[src/rtl/emaht_pkg.sv]
`timescale 1ns / 1ps

package emaht_pkg;

    // field widths
    localparam int IDX_W   = 3;
    localparam int SCORE_W = 16;
    localparam int THR_W   = 15;
    localparam int DROP_W  = 4;
    localparam int SHIFT_W = 3;
    localparam int CNT_W   = 4;
    localparam int LVL_W   = 18;
    localparam int CFG_ADDR_W = 3;
    localparam int S_TDATA_W  = 24;
    localparam int M_TDATA_W  = 24;

    localparam int NUM_TRACKS_DEF = 8;

    // register reset values, Q2.14
    localparam logic [THR_W-1:0]   BASE_RST  = 15'd13107;
    localparam logic [THR_W-1:0]   PERS_RST  = 15'd0;
    localparam logic [THR_W-1:0]   FLOOR_RST = 15'd12616;
    localparam logic [THR_W-1:0]   CEIL_RST  = 15'd11960;
    localparam logic [DROP_W-1:0]  DROP_RST  = 4'd3;
    localparam logic [SHIFT_W-1:0] SHIFT_RST = 3'd2;

    // 0.03 and 0.02 in Q2.14
    localparam logic signed [LVL_W-1:0] CAP_MARGIN = 18'sd492;
    localparam logic signed [LVL_W-1:0] GAP_MARGIN = 18'sd328;

    typedef enum logic [CFG_ADDR_W-1:0] {
        REG_BASE  = 3'd0,
        REG_PERS  = 3'd1,
        REG_FLOOR = 3'd2,
        REG_CEIL  = 3'd3,
        REG_DROP  = 3'd4,
        REG_SHIFT = 3'd5
    } t_cfg_reg;

    typedef struct packed {
        logic signed [SCORE_W-1:0] ema;
        logic                      known;
        logic [CNT_W-1:0]          below;
    } t_entry;

    typedef struct packed {
        logic signed [LVL_W-1:0] on_lvl;
        logic signed [LVL_W-1:0] off_lvl;
        logic [DROP_W-1:0]       drop;
        logic [SHIFT_W-1:0]      shift;
    } t_thr;

endpackage

[src/rtl/emaht_cfg.sv]
`timescale 1ns / 1ps

module emaht_cfg (
    input  logic                             i_clk,
    input  logic                             i_rst_n,
    input  logic                             i_cfg_we,
    input  logic [emaht_pkg::CFG_ADDR_W-1:0] i_cfg_addr,
    input  logic [emaht_pkg::THR_W-1:0]      i_cfg_wdata,
    output emaht_pkg::t_thr                  o_thr
);
    import emaht_pkg::*;

    logic [THR_W-1:0]   r_base, r_pers, r_floor, r_ceil;
    logic [DROP_W-1:0]  r_drop;
    logic [SHIFT_W-1:0] r_shift;
    logic signed [LVL_W-1:0] r_on, r_off;
    logic signed [LVL_W-1:0] n_on, n_off;

    // register file
    always_ff @(posedge i_clk) begin
        if (!i_rst_n) begin
            r_base  <= BASE_RST;
            r_pers  <= PERS_RST;
            r_floor <= FLOOR_RST;
            r_ceil  <= CEIL_RST;
            r_drop  <= DROP_RST;
            r_shift <= SHIFT_RST;
        end else if (i_cfg_we) begin
            unique case (t_cfg_reg'(i_cfg_addr))
                REG_BASE:  r_base  <= i_cfg_wdata;
                REG_PERS:  r_pers  <= i_cfg_wdata;
                REG_FLOOR: r_floor <= i_cfg_wdata;
                REG_CEIL:  r_ceil  <= i_cfg_wdata;
                REG_DROP:  r_drop  <= i_cfg_wdata[DROP_W-1:0];
                REG_SHIFT: r_shift <= i_cfg_wdata[SHIFT_W-1:0];
                default: ;
            endcase
        end
    end

    // enter and exit levels from the thresholds
    always_comb begin
        logic signed [LVL_W-1:0] base, pers, cap, eff, flr, ceil_l, on_m;
        base   = $signed({3'b000, r_base});
        pers   = (r_pers != '0) ? $signed({3'b000, r_pers}) : base;
        cap    = base + CAP_MARGIN;
        flr    = $signed({3'b000, r_floor});
        ceil_l = $signed({3'b000, r_ceil});
        eff    = (pers < cap) ? pers : cap;
        if (eff < base) begin
            eff = base;
        end
        n_on  = (flr > eff) ? flr : eff;
        on_m  = n_on - GAP_MARGIN;
        n_off = (ceil_l < on_m) ? ceil_l : on_m;
    end

    // levels registered from the threshold registers
    always_ff @(posedge i_clk) begin
        r_on  <= n_on;
        r_off <= n_off;
    end

    assign o_thr = '{on_lvl: r_on, off_lvl: r_off, drop: r_drop, shift: r_shift};

endmodule

[src/rtl/emaht_store.sv]
`timescale 1ns / 1ps

module emaht_store #(
    parameter int NUM_TRACKS = emaht_pkg::NUM_TRACKS_DEF,
    parameter int TW = (NUM_TRACKS > 1) ? $clog2(NUM_TRACKS) : 1
) (
    input  logic              i_clk,
    input  logic              i_rst_n,
    input  logic              i_rd_en,
    input  logic [TW-1:0]     i_rd_idx,
    input  logic              i_wr_en,
    input  logic [TW-1:0]     i_wr_idx,
    input  emaht_pkg::t_entry i_wr_entry,
    output emaht_pkg::t_entry o_rd_entry
);
    import emaht_pkg::*;

    t_entry                r_mem [NUM_TRACKS];
    logic [NUM_TRACKS-1:0] r_vld;
    t_entry                r_rd_data;
    logic                  r_rd_vld;
    logic [TW-1:0]         r_rd_idx;
    logic                  r_lw_valid;
    logic [TW-1:0]         r_lw_idx;
    t_entry                r_lw_data;

    // track state memory, one read and one write port
    always_ff @(posedge i_clk) begin
        if (i_wr_en) begin
            r_mem[i_wr_idx] <= i_wr_entry;
        end
        if (i_rd_en) begin
            r_rd_data <= r_mem[i_rd_idx];
            r_rd_idx  <= i_rd_idx;
        end
    end

    // per-entry written flags, unwritten entries read as zero
    always_ff @(posedge i_clk) begin
        if (!i_rst_n) begin
            r_vld    <= '0;
            r_rd_vld <= 1'b0;
        end else begin
            if (i_rd_en) begin
                r_rd_vld <= r_vld[i_rd_idx];
            end
            if (i_wr_en) begin
                r_vld[i_wr_idx] <= 1'b1;
            end
        end
    end

    // last write kept for forwarding over the read latency
    always_ff @(posedge i_clk) begin
        if (!i_rst_n) begin
            r_lw_valid <= 1'b0;
        end else if (i_wr_en) begin
            r_lw_valid <= 1'b1;
        end
        if (i_wr_en) begin
            r_lw_idx  <= i_wr_idx;
            r_lw_data <= i_wr_entry;
        end
    end

    always_comb begin
        if (r_lw_valid && (r_lw_idx == r_rd_idx)) begin
            o_rd_entry = r_lw_data;
        end else if (r_rd_vld) begin
            o_rd_entry = r_rd_data;
        end else begin
            o_rd_entry = '0;
        end
    end

endmodule

[src/rtl/emaht_update.sv]
`timescale 1ns / 1ps

module emaht_update (
    input  emaht_pkg::t_entry                     i_entry,
    input  logic signed [emaht_pkg::SCORE_W-1:0] i_sim,
    input  emaht_pkg::t_thr                       i_thr,
    output emaht_pkg::t_entry                     o_entry
);
    import emaht_pkg::*;

    logic                      fresh;
    logic signed [SCORE_W:0]   diff, step, sum;
    logic signed [SCORE_W-1:0] n_ema;
    logic signed [LVL_W-1:0]   ema_l;
    logic [CNT_W:0]            cnt;
    logic                      drop_now;

    // moving average, fresh track takes the sample
    always_comb begin
        fresh = (i_entry.ema == '0) && !i_entry.known && (i_entry.below == '0);
        diff  = $signed({i_sim[SCORE_W-1], i_sim}) -
                $signed({i_entry.ema[SCORE_W-1], i_entry.ema});
        step  = diff >>> i_thr.shift;
        sum   = $signed({i_entry.ema[SCORE_W-1], i_entry.ema}) + step;
        n_ema = fresh ? i_sim : sum[SCORE_W-1:0];
        ema_l = $signed({{(LVL_W-SCORE_W){n_ema[SCORE_W-1]}}, n_ema});
    end

    // hysteresis on the known flag
    always_comb begin
        cnt      = {1'b0, i_entry.below} + 1'b1;
        drop_now = (cnt >= {1'b0, i_thr.drop});
        o_entry  = '{ema: n_ema, known: i_entry.known, below: i_entry.below};
        if (!i_entry.known) begin
            if (ema_l >= i_thr.on_lvl) begin
                o_entry.known = 1'b1;
                o_entry.below = '0;
            end
        end else if (ema_l < i_thr.off_lvl) begin
            if (drop_now) begin
                o_entry.known = 1'b0;
                o_entry.below = '0;
            end else begin
                o_entry.below = cnt[CNT_W-1:0];
            end
        end else begin
            o_entry.below = '0;
        end
    end

endmodule

[src/rtl/ema_hysteresis_identity_tracker_top.sv]
`timescale 1ns / 1ps

// Per-track score smoother with hysteresis. Each word on the slave side names a
// track and carries a Q2.14 similarity; the block updates that track's moving
// average and known flag and returns one word per input, in order. A new word
// is taken every cycle unless the update stage and output register are full
// and the master side holds off; a word passes the registered state memory
// read into the update stage, then the output register, the last write being
// forwarded so that back-to-back words on the same track see each other's
// update. Every track starts at zero after reset, no clearing pass.
// Configuration writes must only be made while no word is in flight.
module ema_hysteresis_identity_tracker_top #(
    parameter int NUM_TRACKS = emaht_pkg::NUM_TRACKS_DEF
) (
    input  logic                             i_clk,
    input  logic                             i_rst_n,
    input  logic                             i_s_axis_tvalid,
    output logic                             o_s_axis_tready,
    // [2:0] track_index, [18:3] similarity, [23:19] zero
    input  logic [emaht_pkg::S_TDATA_W-1:0]  i_s_axis_tdata,
    output logic                             o_m_axis_tvalid,
    input  logic                             i_m_axis_tready,
    // [0] is_match, [16:1] smoothed_score, [23:17] zero
    output logic [emaht_pkg::M_TDATA_W-1:0]  o_m_axis_tdata,
    input  logic                             i_cfg_we,
    input  logic [emaht_pkg::CFG_ADDR_W-1:0] i_cfg_addr,
    input  logic [emaht_pkg::THR_W-1:0]      i_cfg_wdata
);
    import emaht_pkg::*;

    localparam int TW = (NUM_TRACKS > 1) ? $clog2(NUM_TRACKS) : 1;

    t_thr                      thr;
    t_entry                    rd_entry, upd_entry;
    logic                      accept, s1_adv;
    logic [TW-1:0]             n_idx;
    logic                      r_s1_valid;
    logic [TW-1:0]             r_s1_idx;
    logic signed [SCORE_W-1:0] r_s1_sim;
    logic                      r_out_valid;
    logic                      r_out_match;
    logic signed [SCORE_W-1:0] r_out_score;

    // raw track field folded onto the track count, a small constant table
    function automatic logic [TW-1:0] track_of(input logic [IDX_W-1:0] raw);
        logic [TW-1:0] res;
        res = '0;
        for (int v = 0; v < (1 << IDX_W); v++) begin
            if (raw == IDX_W'(v)) begin
                res = TW'(v % NUM_TRACKS);
            end
        end
        return res;
    endfunction

    // handshake
    assign s1_adv          = !r_out_valid || i_m_axis_tready;
    assign o_s_axis_tready = !r_s1_valid || s1_adv;
    assign accept          = i_s_axis_tvalid && o_s_axis_tready;
    assign n_idx = track_of(i_s_axis_tdata[IDX_W-1:0]);

    emaht_cfg u_cfg (
        .i_clk       (i_clk),
        .i_rst_n     (i_rst_n),
        .i_cfg_we    (i_cfg_we),
        .i_cfg_addr  (i_cfg_addr),
        .i_cfg_wdata (i_cfg_wdata),
        .o_thr       (thr)
    );

    emaht_store #(
        .NUM_TRACKS (NUM_TRACKS),
        .TW         (TW)
    ) u_store (
        .i_clk      (i_clk),
        .i_rst_n    (i_rst_n),
        .i_rd_en    (accept),
        .i_rd_idx   (n_idx),
        .i_wr_en    (r_s1_valid && s1_adv),
        .i_wr_idx   (r_s1_idx),
        .i_wr_entry (upd_entry),
        .o_rd_entry (rd_entry)
    );

    emaht_update u_update (
        .i_entry (rd_entry),
        .i_sim   (r_s1_sim),
        .i_thr   (thr),
        .o_entry (upd_entry)
    );

    // update stage, waits on the state read
    always_ff @(posedge i_clk) begin
        if (!i_rst_n) begin
            r_s1_valid <= 1'b0;
        end else if (accept) begin
            r_s1_valid <= 1'b1;
        end else if (s1_adv) begin
            r_s1_valid <= 1'b0;
        end
        if (accept) begin
            r_s1_idx <= n_idx;
            r_s1_sim <= $signed(i_s_axis_tdata[IDX_W +: SCORE_W]);
        end
    end

    // output register
    always_ff @(posedge i_clk) begin
        if (!i_rst_n) begin
            r_out_valid <= 1'b0;
        end else if (s1_adv) begin
            r_out_valid <= r_s1_valid;
        end
        if (s1_adv && r_s1_valid) begin
            r_out_match <= upd_entry.known;
            r_out_score <= upd_entry.ema;
        end
    end

    assign o_m_axis_tvalid = r_out_valid;
    assign o_m_axis_tdata  = {(M_TDATA_W-SCORE_W-1)'(0), r_out_score, r_out_match};

endmodule

[config.mk]
export PLATFORM = sky130hd
export DESIGN_NAME = ema_hysteresis_identity_tracker_top
export DESIGN_NICKNAME = d
export VERILOG_FILES = /design/src/rtl/emaht_pkg.sv /design/src/rtl/emaht_cfg.sv /design/src/rtl/emaht_store.sv /design/src/rtl/emaht_update.sv /design/src/rtl/ema_hysteresis_identity_tracker_top.sv
export SDC_FILE = /design/constraint.sdc
export NUM_CORES = 1
export LEC_CHECK = 0
export BUFFER_PORTS_ARGS = -buffer_cell sky130_fd_sc_hd__buf_4
export CORE_MARGIN = 2
export CORE_UTILIZATION = 50
export CTS_BUF_LIST = sky130_fd_sc_hd__clkbuf_16
export DETAILED_ROUTE_END_ITERATION = 8
export PLACE_DENSITY_LB_ADDON = 0.25
export RECOVER_POWER = 100
export SYNTH_ARGS = -nofsm -noshare
export SYNTH_HDL_FRONTEND = slang
export SYNTH_SLANG_ARGS = --single-unit
[constraint.sdc]
create_clock -name i_clk -period 13.8 [get_ports i_clk]
set_input_delay 2.07 -clock i_clk [delete_from_list [all_inputs] [get_ports i_clk]]
set_output_delay 2.07 -clock i_clk [all_outputs]
set_load 0.01 [all_outputs]
; ---- Word level (Yosys, flattened, before mapping)
; Memories as Yosys holds them, arrays and structs flattened. A register that Yosys moved wholly into a read port is not among the register bits.
; Index checks and enable logic that the tools add are counted.
[totals]
out_inout_bits = 26
input_bits = 47
mem_bits_rw = 168
word_cells = 102
reg_bits = 158
mem_count = 1
[classes]
bitwise = 1
n_mux = 29
reduce_logical = 22
n_addsub = 5
eq_ne = 13
magnitude_cmp = 10
shifts = 1
[mem_list]
columns = name, words, width, rd, rd_ports_with_merged_regs, write_ports, line
row1 = u_store.r_mem, 8, 21, 1, 1, 1, emaht_store.sv:18  ; t_entry r_mem [NUM_TRACKS];
[ops]
columns = operator, count
row1 = 18-bit two-way mux, 3
row2 = 21-bit two-way mux, 2
row3 = 16-bit by 18-bit less-than comparator with 1-bit output, 2
row4 = 15-bit two-way mux, 2
row5 = "3-bit equality test, second input constant", 6
row6 = 16-bit by 18-bit greater-or-equal comparator with 1-bit output, 1
row7 = 16-bit by 18-bit greater-than comparator with 1-bit output, 1
row8 = 18-bit by 16-bit less-than comparator with 1-bit output, 1
row9 = 18-bit less-than comparator, 1
row10 = 3-bit two-way mux, 6
row11 = "18-bit by 10-bit subtractor with 18-bit output, second input constant", 1
row12 = 17-bit by 3-bit >>> shifter with 16-bit output, 1
row13 = 16-bit by 16-bit subtractor with 17-bit output, 1
row14 = "15-bit by 9-bit adder with 16-bit output, second input constant", 1
row15 = 16-bit adder, 1
row16 = 16-bit logical NOT, 1
row17 = 16-bit two-way mux, 1
row18 = 15-bit nonzero test, 1
row19 = "3-bit by 2-bit equality test with 1-bit output, second input constant", 4
row20 = 2-bit AND reduction, 6
row21 = 5-bit two-way mux, 2
row22 = 1-bit two-way mux, 9
row23 = "3-bit by 4-bit less-than comparator with 1-bit output, second input constant", 2
row24 = 4-bit two-way mux, 2
row25 = 14 further kinds, 23

; ---- Depth between registers and ports, before layout
; Gate-level depths: netlist of run 1.
[depth]
ltp_word = 11
ltp_mapped = 58
ltp_nobuf = 51

; ---- Hierarchy
; Synthesis of run 1 repeated with hierarchy kept, for this count alone.
[unflattened]
cells_unflattened = 1672
hier_area_um2 = 19432.4
[modules_own_cells]
columns = module, cells_per_inst, area_each_um2, n_inst, seq_area_each_um2
row1 = emaht_store, 402, 8667.1, 1, 6686.4
row2 = emaht_cfg, 753, 6180.9, 1, 2021.9
row3 = emaht_update, 460, 3324.4, 1, 0.0
row4 = ema_hysteresis_identity_tracker_top, 57, 1260.0, 1, 1121.1

; ---- Worst setup path after synthesis of run 1
; Ideal clock, no wire load.
[synth_path]
kind = reg-to-reg
start = reg u_cfg.r_pers[0]
end = reg u_cfg.r_off[0]
path_buffers = 8
setup_ns = 0.123
t_required_ns = 13.677
t_arrival_ns = 10.382
period_less_slack_ns = 10.506
setup_slack_ns = 3.294
stages_incl_launch_ff = 55
cell_sequence = dfxtp_1 nor4_1 and4_1 buf_6 and2_1 clkbuf_1 a21o_1 ha_1 nand4_1 nor2_1 o2111ai_1 o311ai_2 clkbuf_1 clkbuf_1 a31oi_1 ha_1 a211oi_1 o211ai_1 [19 not listed] ha_1 inv_1 o21ai_0 inv_1 mux2_2 nor2_1 o21ai_0 xnor2_1 ha_1 a21o_1 a21oi_1 nand3b_1 o21ai_0 o21ai_1 maj3_2 or3_4 o21ai_4 mux2_1
[synth_between]
elab_chain_cells = 11
[synth_lines]
columns = item, line
row1 = from (decl), emaht_cfg.sv:13  ; logic [THR_W-1:0] r_base, r_pers, r_floor, r_ceil;
row2 = from (signal assigned), emaht_cfg.sv:31  ; REG_PERS: r_pers <= i_cfg_wdata;
row3 = 15-bit nonzero test, emaht_cfg.sv:45  ; pers = (r_pers != '0) ? $signed({3'b000, r_pers}) : base;
row4 = 15-bit two-way mux *, emaht_cfg.sv:45
row5 = 18-bit less-than comparator, emaht_cfg.sv:49  ; eff = (pers < cap) ? pers : cap;
row6 = 18-bit two-way mux *, emaht_cfg.sv:49
row7 = 18-bit by 16-bit less-than comparator with 1-bit output, emaht_cfg.sv:50  ; if (eff < base) begin
row8 = 18-bit two-way mux *, emaht_cfg.sv:50
row9 = 16-bit by 18-bit greater-than comparator with 1-bit output, emaht_cfg.sv:53  ; n_on = (flr > eff) ? flr : eff;
row10 = 18-bit two-way mux *, emaht_cfg.sv:53
row11 = 18-bit by 10-bit subtractor with 18-bit output *, emaht_cfg.sv:54  ; on_m = n_on - GAP_MARGIN;
row12 = 16-bit by 18-bit less-than comparator with 1-bit output, emaht_cfg.sv:55  ; n_off = (ceil_l < on_m) ? ceil_l : on_m;
row13 = 15-bit two-way mux *, emaht_cfg.sv:55
row14 = net u_cfg.n_off[0], emaht_cfg.sv:17  ; logic signed [LVL_W-1:0] n_on, n_off;
row15 = to (signal assigned), emaht_cfg.sv:61  ; r_off <= n_off;
row16 = to (decl), emaht_cfg.sv:16  ; logic signed [LVL_W-1:0] r_on, r_off;
; The timed path passes the listed nets; every way through them passes the cells marked *.
; A chain may end at the register's enable or synchronous reset.

; ---- Final worst setup path of run 1
[layout_path]
start = reg u_cfg.r_pers[0]
end = reg u_cfg.r_off[3]
; Same word-level chain as after synthesis.

==> results of run 1 <==
-- metal layers --
layer  wire [um]  vias up
met4         914        0
met5           0        -
met1       19800     6148
met2       21500      340
li1            -     6097
met3        2420       60
-- final cells by class --
| class | count | area share (%) |
|---|---|---|
| sequential | 345 | 45.5 |
| multi-input combinational | 1114 | 41.0 |
| clock buffer | 40 | 4.93 |
| tap | 468 | 2.88 |
| inverter | 129 | 2.38 |
| timing repair buffer | 81 | 2.27 |
| clock inverter | 28 | 1.10 |
-- flip-flops by register name, indices dropped and copies added (netlist names), 15 cells and up --
signal / flops
u_cfg.r_ceil: 15
u_store.r_mem: 168
u_cfg.r_base: 15
u_cfg.r_off: 18
u_cfg.r_on: 16
u_store.r_lw_data: 20
u_cfg.r_pers: 15
u_store.r_rd_data: 21
u_cfg.r_floor: 15
r_s1_sim: 16
-- layout by cell type, fill, tap and decap left out, types with 9 or more instances in the layout --
cell         n
o21ai_0     70
nand4_1     20
o21a_1      11
o211ai_1    17
edfxtp_1   232
mux2_2      34
clkbuf_1    39
dfxtp_1    113
and2_1      14
nor2_1      93
clkbuf_16   40
nand2_1    193
ha_1       124
and3_1       9
nor3_1      16
a31oi_1     17
clkbuf_4    16
a21oi_1    127
xor2_1       9
mux2_1      14
mux2i_1     56
mux4_2      45
inv_1      136
buf_4       26
a21o_1      32
a21boi_0    10
xnor2_1     41
a211oi_1     9
nor2b_1     18
nand3_1     28
nand2b_1    20
-- cell families (layout without fill, tap and decap cells) --
group,count (synthesis),count (layout),share of synthesized area [%]
compound gates,331,331,11.1
mux,149,149,11.5
fa+ha+maj,128,128,8.73
flops,345,345,50.0
xor+xnor,50,50,2.37
buf+inv,219,278,5.12
simple gates,448,448,11.2
other cells,1,8,0.0203
-- power by group --
group / switching, mW / internal (mW)
sequential: 0.0283 / 1.24
combinational: 0.701 / 0.455
clock: 0.409 / 0.582
-- worst paths after layout --
check	start	slack, ns	endpoint	cells after the start
setup reg to reg	u_cfg.r_pers[0]	0.93	u_cfg.r_off[3]	45
hold / removal	u_store.r_vld[2]	0.46	u_store.r_vld[2]	2
hold reg to reg	u_store.r_vld[2]	0.46	u_store.r_vld[2]	2
setup / recovery	u_cfg.r_pers[0]	0.93	u_cfg.r_off[3]	45
-- critical path: cells and delay by family, from the launching register on --
kind | cells | cell delay [ns]
flops | 1 | 0.37
compound gates | 22 | 5.16
simple gates | 9 | 3.50
xor+xnor | 1 | 0.23
fa+ha+maj | 6 | 1.75
buf+inv | 3 | 0.25
mux | 4 | 1.49
==> reports/qor.yml, run 1 <==
status: "finished with violations"
violations: "max-capacitance violations, max-slew violations"
via_per_inst: 5.73
start_util_pct: 50.6
cap_violations: 14
leakagePower_nw: 8.09
grtUsageMet3_pct: 3.37
cp_max_fo: 23
grt_pass1_vias: 12300
syn-cell-area_mm2: 0.0185
routedWlPerCell_um: 20.3
die_y_um: 196
avgSynthCellArea_um2: 11.0
gr-usage-met2_pct: 40.1
die-width_um: 196
setup_ws_ns: 0.927
hold_class: "reg2reg"
drt_pre_antenna_iters: 5
skew_ns: 0.0252
cts.sinks: 345
fin_area_mm2: 0.0203
overflow: 0
synthDominantCellAreaShare_pct: 37.7
grt_antenna_before_repair: 0
cts_tree: "done"
slew_viol_final: 429
critPathArrivalTime_ns: 13.31
setup_viol: 0
total_power_mw: 3.42
placed_cells: 2137
cpMaxStageDelayCell: "and2_0"
antenna_cells: 0
ys_seq_elements: 345
setup_tns_ns: 0
grt_setup_unrepaired: "false"
synth_edf_count: 232
timing.hold.ws_ns: 0.463
insertion_delay_ns: 0.56
layout-drive-gt1-share_pct: 10.8
required_ns: 14.23
fin_cells: 2205
num_rows: 70
ir_drop_mv: 0.126
synth_cells: 1671
core_area_mm2: 0.0365
placed_area_mm2: 0.0193
syn_to_final_growth_pct: 9.97
hold_buffers: 0
clockBufferDepth: 3
cts_root_buffer: "clkbuf_16"
grt_pass1_wl_um: 69600
yosys.area.top_type: "edfxtp_1"
cts.htree.levels: 2
nets: 1882
hold_violations: 0
synth_warnings: 0
startpoint_type: "flip-flop"
ys.flop_type: "edfxtp_1"
end_kind: "flip-flop"
place_hpwl_um: 31300
cts_buffers: 38
fmax_mhz: 77.7
synth_common_cells: "edfxtp_1 (232), nand2_1 (193), a21oi_1 (127)"
track_usage_pct: 23.5
multiInputGateArea_mm2: 0.00832
synthArstFlopShare_pct: 0
tightest_slew_ns: 3.73
gr-max-usage-layer: "met2"
ctsResizeCount: 0
regArea_mm2: 0.00923
use_met1_pct: 31.7
crit_type: "reg2reg"
postCtsSetupRepairBufs: 0
yosysMostFrequentCell: "edfxtp_1"
finalCritPeriodShare_pct: 93.3
yosysSeqAreaShare_pct: 50.0
power_density_mw_per_mm2: 168
synth_area_leaders: "edfxtp_1 (38%), dfxtp_1 (12%), ha_1 (8.4%)"
max_stage_delay_ns: 0.71
antenna_left: 0
dpl_worst_slack_ns: 1.49
finish.utilization_pct: 55.6
drc_errors: 0
route.vias.total: 12600
numPortBuffers: 60
relSlewSlack_pct: -148
routabilityCongestion: 0.910
path_clk_slew_ns: 0.06
min_period_ns: 12.87
yosys.cell_types.count: 72
routed_wl_um: 44700
fill_cells: 3096
num_io_pins: 73
drt_iter0_drc: 941
die-area_mm2: 0.0385
grt_max_degree: 56
Note: power is estimated with default switching activity, not from simulation.
==> run 2, diff against run 1 <==
--- a/config.mk
+++ b/config.mk
@@ -7,7 +7,7 @@
 export LEC_CHECK = 0
 export BUFFER_PORTS_ARGS = -buffer_cell sky130_fd_sc_hd__buf_4
 export CORE_MARGIN = 2
-export CORE_UTILIZATION = 50
+export CORE_UTILIZATION = 36
 export CTS_BUF_LIST = sky130_fd_sc_hd__clkbuf_16
 export DETAILED_ROUTE_END_ITERATION = 8
 export PLACE_DENSITY_LB_ADDON = 0.25
==> reports/qor.yml, run 2 (synthesis results as in run 1) <==
status: "finished with violations"  # unchanged
violations: "max-capacitance violations, max-slew violations"  # unchanged
skew_ns: 0.0221  # was 0.0252 ns
final_common_cell: "edfxtp_1"  # unchanged
start_util_pct: 36.7  # was 50.6%
cpLargestDelayFamily: "compound AO/OA/AOI/OAI gates"  # unchanged
grt_setup_unrepaired: "false"  # unchanged
end_kind: "flip-flop"  # unchanged
setup_ws_ns: 0.991  # was 0.927 ns
grt_antenna_before_repair: 0  # unchanged
path_clk_slew_ns: 0.06  # about the same
cts_tree: "done"  # unchanged
required_ns: 14.23  # about the same
crit_buf_inv: 3  # unchanged
holdCritStartpoint: "u_store.r_vld[0]"  # was u_store.r_vld[2]
power_density_mw_per_mm2: 166  # was 168 mW/mm2
slew_viol_final: 390  # was 429
reg_top3: "u_store.r_mem (168), u_store.r_rd_data (21), u_store.r_lw_data (20)"  # unchanged
drt_pre_antenna_iters: 5  # unchanged
drt_iter0_drc: 871  # was 941
seqPwrFrac_pct: 37.3  # was 37.2%
setup_tns_ns: 0  # unchanged
drc_errors: 0  # unchanged
comb_power_share_pct: 34.3  # was 33.8%
routedWlPerCell_um: 19.5  # was 20.3 um
grt_max_degree: 56  # unchanged
r2r_setup_slack_ns: 0.99  # was 0.93 ns
overflow: 0  # unchanged
die_y_um: 230  # was 196 um
die-width_um: 230  # was 196 um
startpoint_type: "flip-flop"  # unchanged
cts.sinks: 345  # unchanged
insertion_delay_ns: 0.56  # about the same
layout-drive-gt1-share_pct: 10.5  # was 10.8%
antenna_left: 0  # unchanged
place_hpwl_um: 33300  # was 31300 um
cts_root_buffer: "clkbuf_16"  # unchanged
pwr-share-clk_pct: 28.4  # was 29.0%
num_rows: 82  # was 70
p_int_mw: 2.24  # was 2.28 mW
nets: 1882  # unchanged
setup_viol: 0  # unchanged
dpl_worst_slack_ns: 1.42  # was 1.49 ns
max_stage_delay_ns: 0.55  # was 0.71 ns
multiInputGateArea_mm2: 0.00832  # unchanged
cts_buffers: 38  # unchanged
critPathArrivalTime_ns: 13.24  # was 13.31 ns
grt_pass1_vias: 12700  # was 12300
crit_type: "reg2reg"  # unchanged
cap_violations: 13  # was 14
fmax_mhz: 78.1  # was 77.7 MHz
grt_pass1_wl_um: 73300  # was 69600 um
hold_buffers: 0  # unchanged
tightest_slew_ns: 3.87  # was 3.73 ns
syn_to_final_growth_pct: 11.1  # was 9.97%
critPathLaunch: "u_cfg.r_pers[0]"  # unchanged
routabilityCongestion: 0.891  # was 0.910
finalCritPeriodShare_pct: 92.8  # was 93.3%
postCtsSetupRepairBufs: 0  # unchanged
swShare_pct: 34.2  # was 33.3%
num_io_pins: 73  # unchanged
power.switching_mw: 1.16  # was 1.14 mW
ctsResizeCount: 0  # unchanged
track_usage_pct: 17.9  # was 23.5%
reg2reg_from: "u_cfg.r_pers[0]"  # unchanged
via_per_inst: 5.27  # was 5.73
route.vias.total: 12700  # was 12600
antenna_cells: 0  # unchanged
die-area_mm2: 0.0531  # was 0.0385 mm2
clockBufferDepth: 3  # unchanged
regMostFlops: "u_store.r_mem"  # unchanged
ir_drop_mv: 0.0918  # was 0.126 mV
final_cell_mix: "edfxtp_1 (232), nand2_1 (193), inv_1 (135)"  # was edfxtp_1 (232), nand2_1 (193), inv_1 (136)
largest_reg_flops: 168  # unchanged
cpMaxStageDelayCell: "a221oi_1"  # was and2_0
core_area_mm2: 0.0504  # was 0.0365 mm2
numPortBuffers: 60  # unchanged
finish.utilization_pct: 40.7  # was 55.6%
routed_wl_um: 47100  # was 44700 um
cts.htree.levels: 2  # unchanged
hold_violations: 0  # unchanged
timing.hold.ws_ns: 0.468  # was 0.463 ns
fill_cells: 4849  # was 3096
min_period_ns: 12.81  # was 12.87 ns
regArea_mm2: 0.00923  # unchanged
cp_max_fo: 23  # unchanged
relSlewSlack_pct: -158  # was -148%
hold_class: "reg2reg"  # unchanged
leakagePower_nw: 8.06  # was 8.09 nW
-- run 2: cell count changes in the layout (fill, tap and decap cells not counted), sizes merged --
cell / change
clkinv: +8
clkinvlp: -1
bufinv: -1
inv: -3
clkbuf: +1
buf: -3
-- run 2: area by class of cell --
class,count,share of cell area (%)
inverter,129,2.36
sequential,345,45.0
timing repair buffer,81,2.18
clock buffer,38,4.64
tap,672,4.10
multi-input combinational,1114,40.6
clock inverter,31,1.15
-- run 2: worst reg2reg max path: cells and delay by family, from the launching register on --
| family | cells | cell delay (ns) |
|---|---|---|
| AO/OA/AOI/OAI | 22 | 5.21 |
| AND/OR/NAND/NOR | 9 | 3.44 |
| adder cells (fa/ha/maj) | 6 | 1.75 |
| multiplexers | 4 | 1.43 |
| flip-flops | 1 | 0.36 |
| buffers and inverters | 3 | 0.26 |
| XOR/XNOR | 1 | 0.23 |
-- run 2: final timing paths --
path              cells after the start               end
hold / removal                        2  u_store.r_vld[0]
setup reg to reg                     45    u_cfg.r_off[3]
hold reg to reg                       2  u_store.r_vld[0]
setup / recovery                     45    u_cfg.r_off[3]
-- run 2: routing by layer --
layer	vias up	GRT usage, %	share of wire [%]
met4	0	5.46	2.3
met1	6276	24.2	47
li1	6107	-	-
met3	63	2.40	4.4
met2	256	29.8	46
met5	-	0	0
-- run 2: power by group through the flow --
stage / logic (mW) / clock network, mW / registers [mW]
after detailed placement: 1.18 / 0 / 1.29
after global routing: 1.30 / 1.03 / 1.27
after floorplan: 0.878 / 0 / 1.28
after global placement: 1.15 / 0 / 1.29
after CTS: 1.19 / 0.988 / 1.27
final: 1.17 / 0.966 / 1.27
-- run 2: through the flow --
stage	area [um2]	std cells	power, mW
2_1_floorplan	18500	1678	2.15
3_3_place_gp	19500	2341	2.44
3_5_place_dp	19500	2341	2.47
4_1_cts	20700	2410	3.44
5_1_grt	20500	2410	3.60
6_report	20500	2410	3.40
==> run 3, diff against run 2 <==
--- a/config.mk
+++ b/config.mk
@@ -7,7 +7,7 @@
 export LEC_CHECK = 0
 export BUFFER_PORTS_ARGS = -buffer_cell sky130_fd_sc_hd__buf_4
 export CORE_MARGIN = 2
-export CORE_UTILIZATION = 36
+export CORE_UTILIZATION = 25
 export CTS_BUF_LIST = sky130_fd_sc_hd__clkbuf_16
 export DETAILED_ROUTE_END_ITERATION = 8
 export PLACE_DENSITY_LB_ADDON = 0.25
==> reports/qor.yml, run 3 (synthesis results as in run 1) <==
finalCritPeriodShare_pct: 91.7  # was 92.8%
ctsResizeCount: 0  # unchanged
pwr-share-clk_pct: 29.4  # was 28.4%
grt_pass1_wl_um: 78300  # was 73300 um
cts_tree: "done"  # unchanged
track_usage_pct: 13.6  # was 17.9%
cts.sinks: 345  # unchanged
nets: 1893  # was 1882
ir_drop_mv: 0.0995  # was 0.0918 mV
die-area_mm2: 0.0760  # was 0.0531 mm2
routedWlPerCell_um: 19.2  # was 19.5 um
reg_top3: "u_store.r_mem (168), u_store.r_rd_data (21), u_store.r_lw_data (20)"  # unchanged
setup_tns_ns: 0  # unchanged
postCtsSetupRepairBufs: 0  # unchanged
syn_to_final_growth_pct: 13.7  # was 11.1%
route.vias.total: 12800  # was 12700
power_density_mw_per_mm2: 164  # was 166 mW/mm2
routed_wl_um: 52000  # was 47100 um
drt_pre_antenna_iters: 7  # was 5
setup_viol: 0  # unchanged
clockBufferDepth: 3  # unchanged
crit_type: "reg2reg"  # unchanged
numPortBuffers: 60  # unchanged
largest_reg_flops: 168  # unchanged
violations: "design-rule violations, max-capacitance violations, max-slew violations"  # was max-capacitance violations, max-slew violations
insertion_delay_ns: 0.57  # was 0.56 ns
cts.htree.levels: 2  # unchanged
status: "finished with violations"  # unchanged
cp_max_fo: 23  # unchanged
cap_violations: 13  # unchanged
hold_buffers: 0  # unchanged
cpMostUsedCell: "o21ai_0"
layout-drive-gt1-share_pct: 10.8  # was 10.5%
grt_setup_unrepaired: "false"  # unchanged
antenna_left: 0  # unchanged
drt_iter0_drc: 767  # was 871
leakagePower_nw: 8.14  # was 8.06 nW
grtUsageMet3_pct: 1.65  # was 2.40%
cts_buffers: 40  # was 38
critPathArrivalTime_ns: 13.10  # was 13.24 ns
startpoint_type: "flip-flop"  # unchanged
path_clk_slew_ns: 0.06  # about the same
die_y_um: 276  # was 230 um
regMostFlops: "u_store.r_mem"  # unchanged
end_kind: "flip-flop"  # unchanged
relSlewSlack_pct: -170  # was -158%
overflow: 0  # unchanged
via_per_inst: 4.74  # was 5.27
core_area_mm2: 0.0731  # was 0.0504 mm2
die-width_um: 276  # was 230 um
seqPwrFrac_pct: 36.8  # was 37.3%
p_int_mw: 2.26  # was 2.24 mW
gr-max-usage-layer: "met2"  # unchanged
routabilityCongestion: 0.832  # was 0.891
hold_violations: 0  # unchanged
fill_cells: 7617  # was 4849
final_common_cell: "edfxtp_1"  # unchanged
grt_max_degree: 56  # unchanged
num_rows: 99  # was 82
finish.utilization_pct: 28.7  # was 40.7%
timing.hold.ws_ns: 0.467  # was 0.468 ns
slew_viol_final: 412  # was 390
tightest_slew_ns: 4.04  # was 3.87 ns
cpMaxStageDelayCell: "o21ai_0"  # was a221oi_1
antenna_cells: 0  # unchanged
use_met1_pct: 17.8  # was 24.2%
final_cell_mix: "edfxtp_1 (232), nand2_1 (193), inv_1 (142)"  # was edfxtp_1 (232), nand2_1 (193), inv_1 (135)
gr-usage-met2_pct: 23.4  # was 29.8%
placed_area_mm2: 0.0199  # was 0.0195 mm2
power.switching_mw: 1.19  # was 1.16 mW
skew_ns: 0.0165  # was 0.0221 ns
max_stage_delay_ns: 0.61  # was 0.55 ns
comb_power_share_pct: 33.8  # was 34.3%
fmax_mhz: 79.0  # was 78.1 MHz
min_period_ns: 12.66  # was 12.81 ns
required_ns: 14.25  # was 14.23 ns
hold_class: "reg2reg"  # unchanged
num_io_pins: 73  # unchanged
start_util_pct: 25.3  # was 36.7%
swShare_pct: 34.4  # was 34.2%
cts_root_buffer: "clkbuf_16"  # unchanged
grt_pass1_vias: 12700  # about the same
place_hpwl_um: 36200  # was 33300 um
grt_antenna_before_repair: 0  # unchanged
total_power_mw: 3.45  # was 3.40 mW
drc_errors: 8  # was 0
fin_area_mm2: 0.0210  # was 0.0205 mm2
run 3: cell types whose count changed in the layout (fill, tap and decap cells not counted), moves of 2 or more:
cell       delta
inv_1         +7
clkbuf_1      +5
buf_4         +3
clkbuf_16     +2
clkinv_1      -2
clkinv_2      -2
mux2_1        -2
mux2_2        +2
run 3: path summary, 6_finish.rpt:
check | slack [ns] | end | cells after the start | startpoint
max | 1.14 | u_cfg.r_off[5] | 45 | u_cfg.r_pers[0]
min | 0.47 | u_store.r_vld[3] | 2 | u_store.r_vld[3]
max reg2reg | 1.14 | u_cfg.r_off[5] | 45 | u_cfg.r_pers[0]
min reg2reg | 0.47 | u_store.r_vld[3] | 2 | u_store.r_vld[3]
run 3: through the flow:
stage / setup slack [ns] / instances
floorplan: 3.29 / 1678
global placement: 1.49 / 2637
detailed placement: 1.39 / 2637
CTS: 1.35 / 2711
global route: 0.147 / 2711
finish: 1.14 / 2711
run 3: power by group through the flow:
stage               clock network (mW)  logic, mW  registers [mW]
finish                            1.02       1.16            1.27
global route                      1.08       1.32            1.28
CTS                               1.05       1.20            1.27
detailed placement                   0       1.19            1.29
global placement                     0       1.17            1.29
floorplan                            0      0.878            1.28
run 3: area by class of cell:
cell class                 count  area (um2)  share of cell area (%)
inverter                     129         484                    2.31
clock inverter                34         255                    1.22
timing repair buffer          90         495                    2.36
tap                          959        1200                    5.72
multi-input combinational   1114        8330                    39.7
clock buffer                  40        1000                    4.77
sequential                   345        9230                    44.0
run 3: layer usage:
metal	share of wire, %	up-vias
met3	3.7	73
li1	-	6118
met1	45	6399
met2	48	252
met4	2.7	0
met5	0	-
run 3: critical path, delay by kind of cell, from the launching register on:
family	cells	cell delay, ns
buf+inv	3	0.24
compound gates	22	5.16
flops	1	0.38
mux	4	1.54
simple gates	9	3.12
xor+xnor	1	0.24
fa+ha+maj	6	1.80
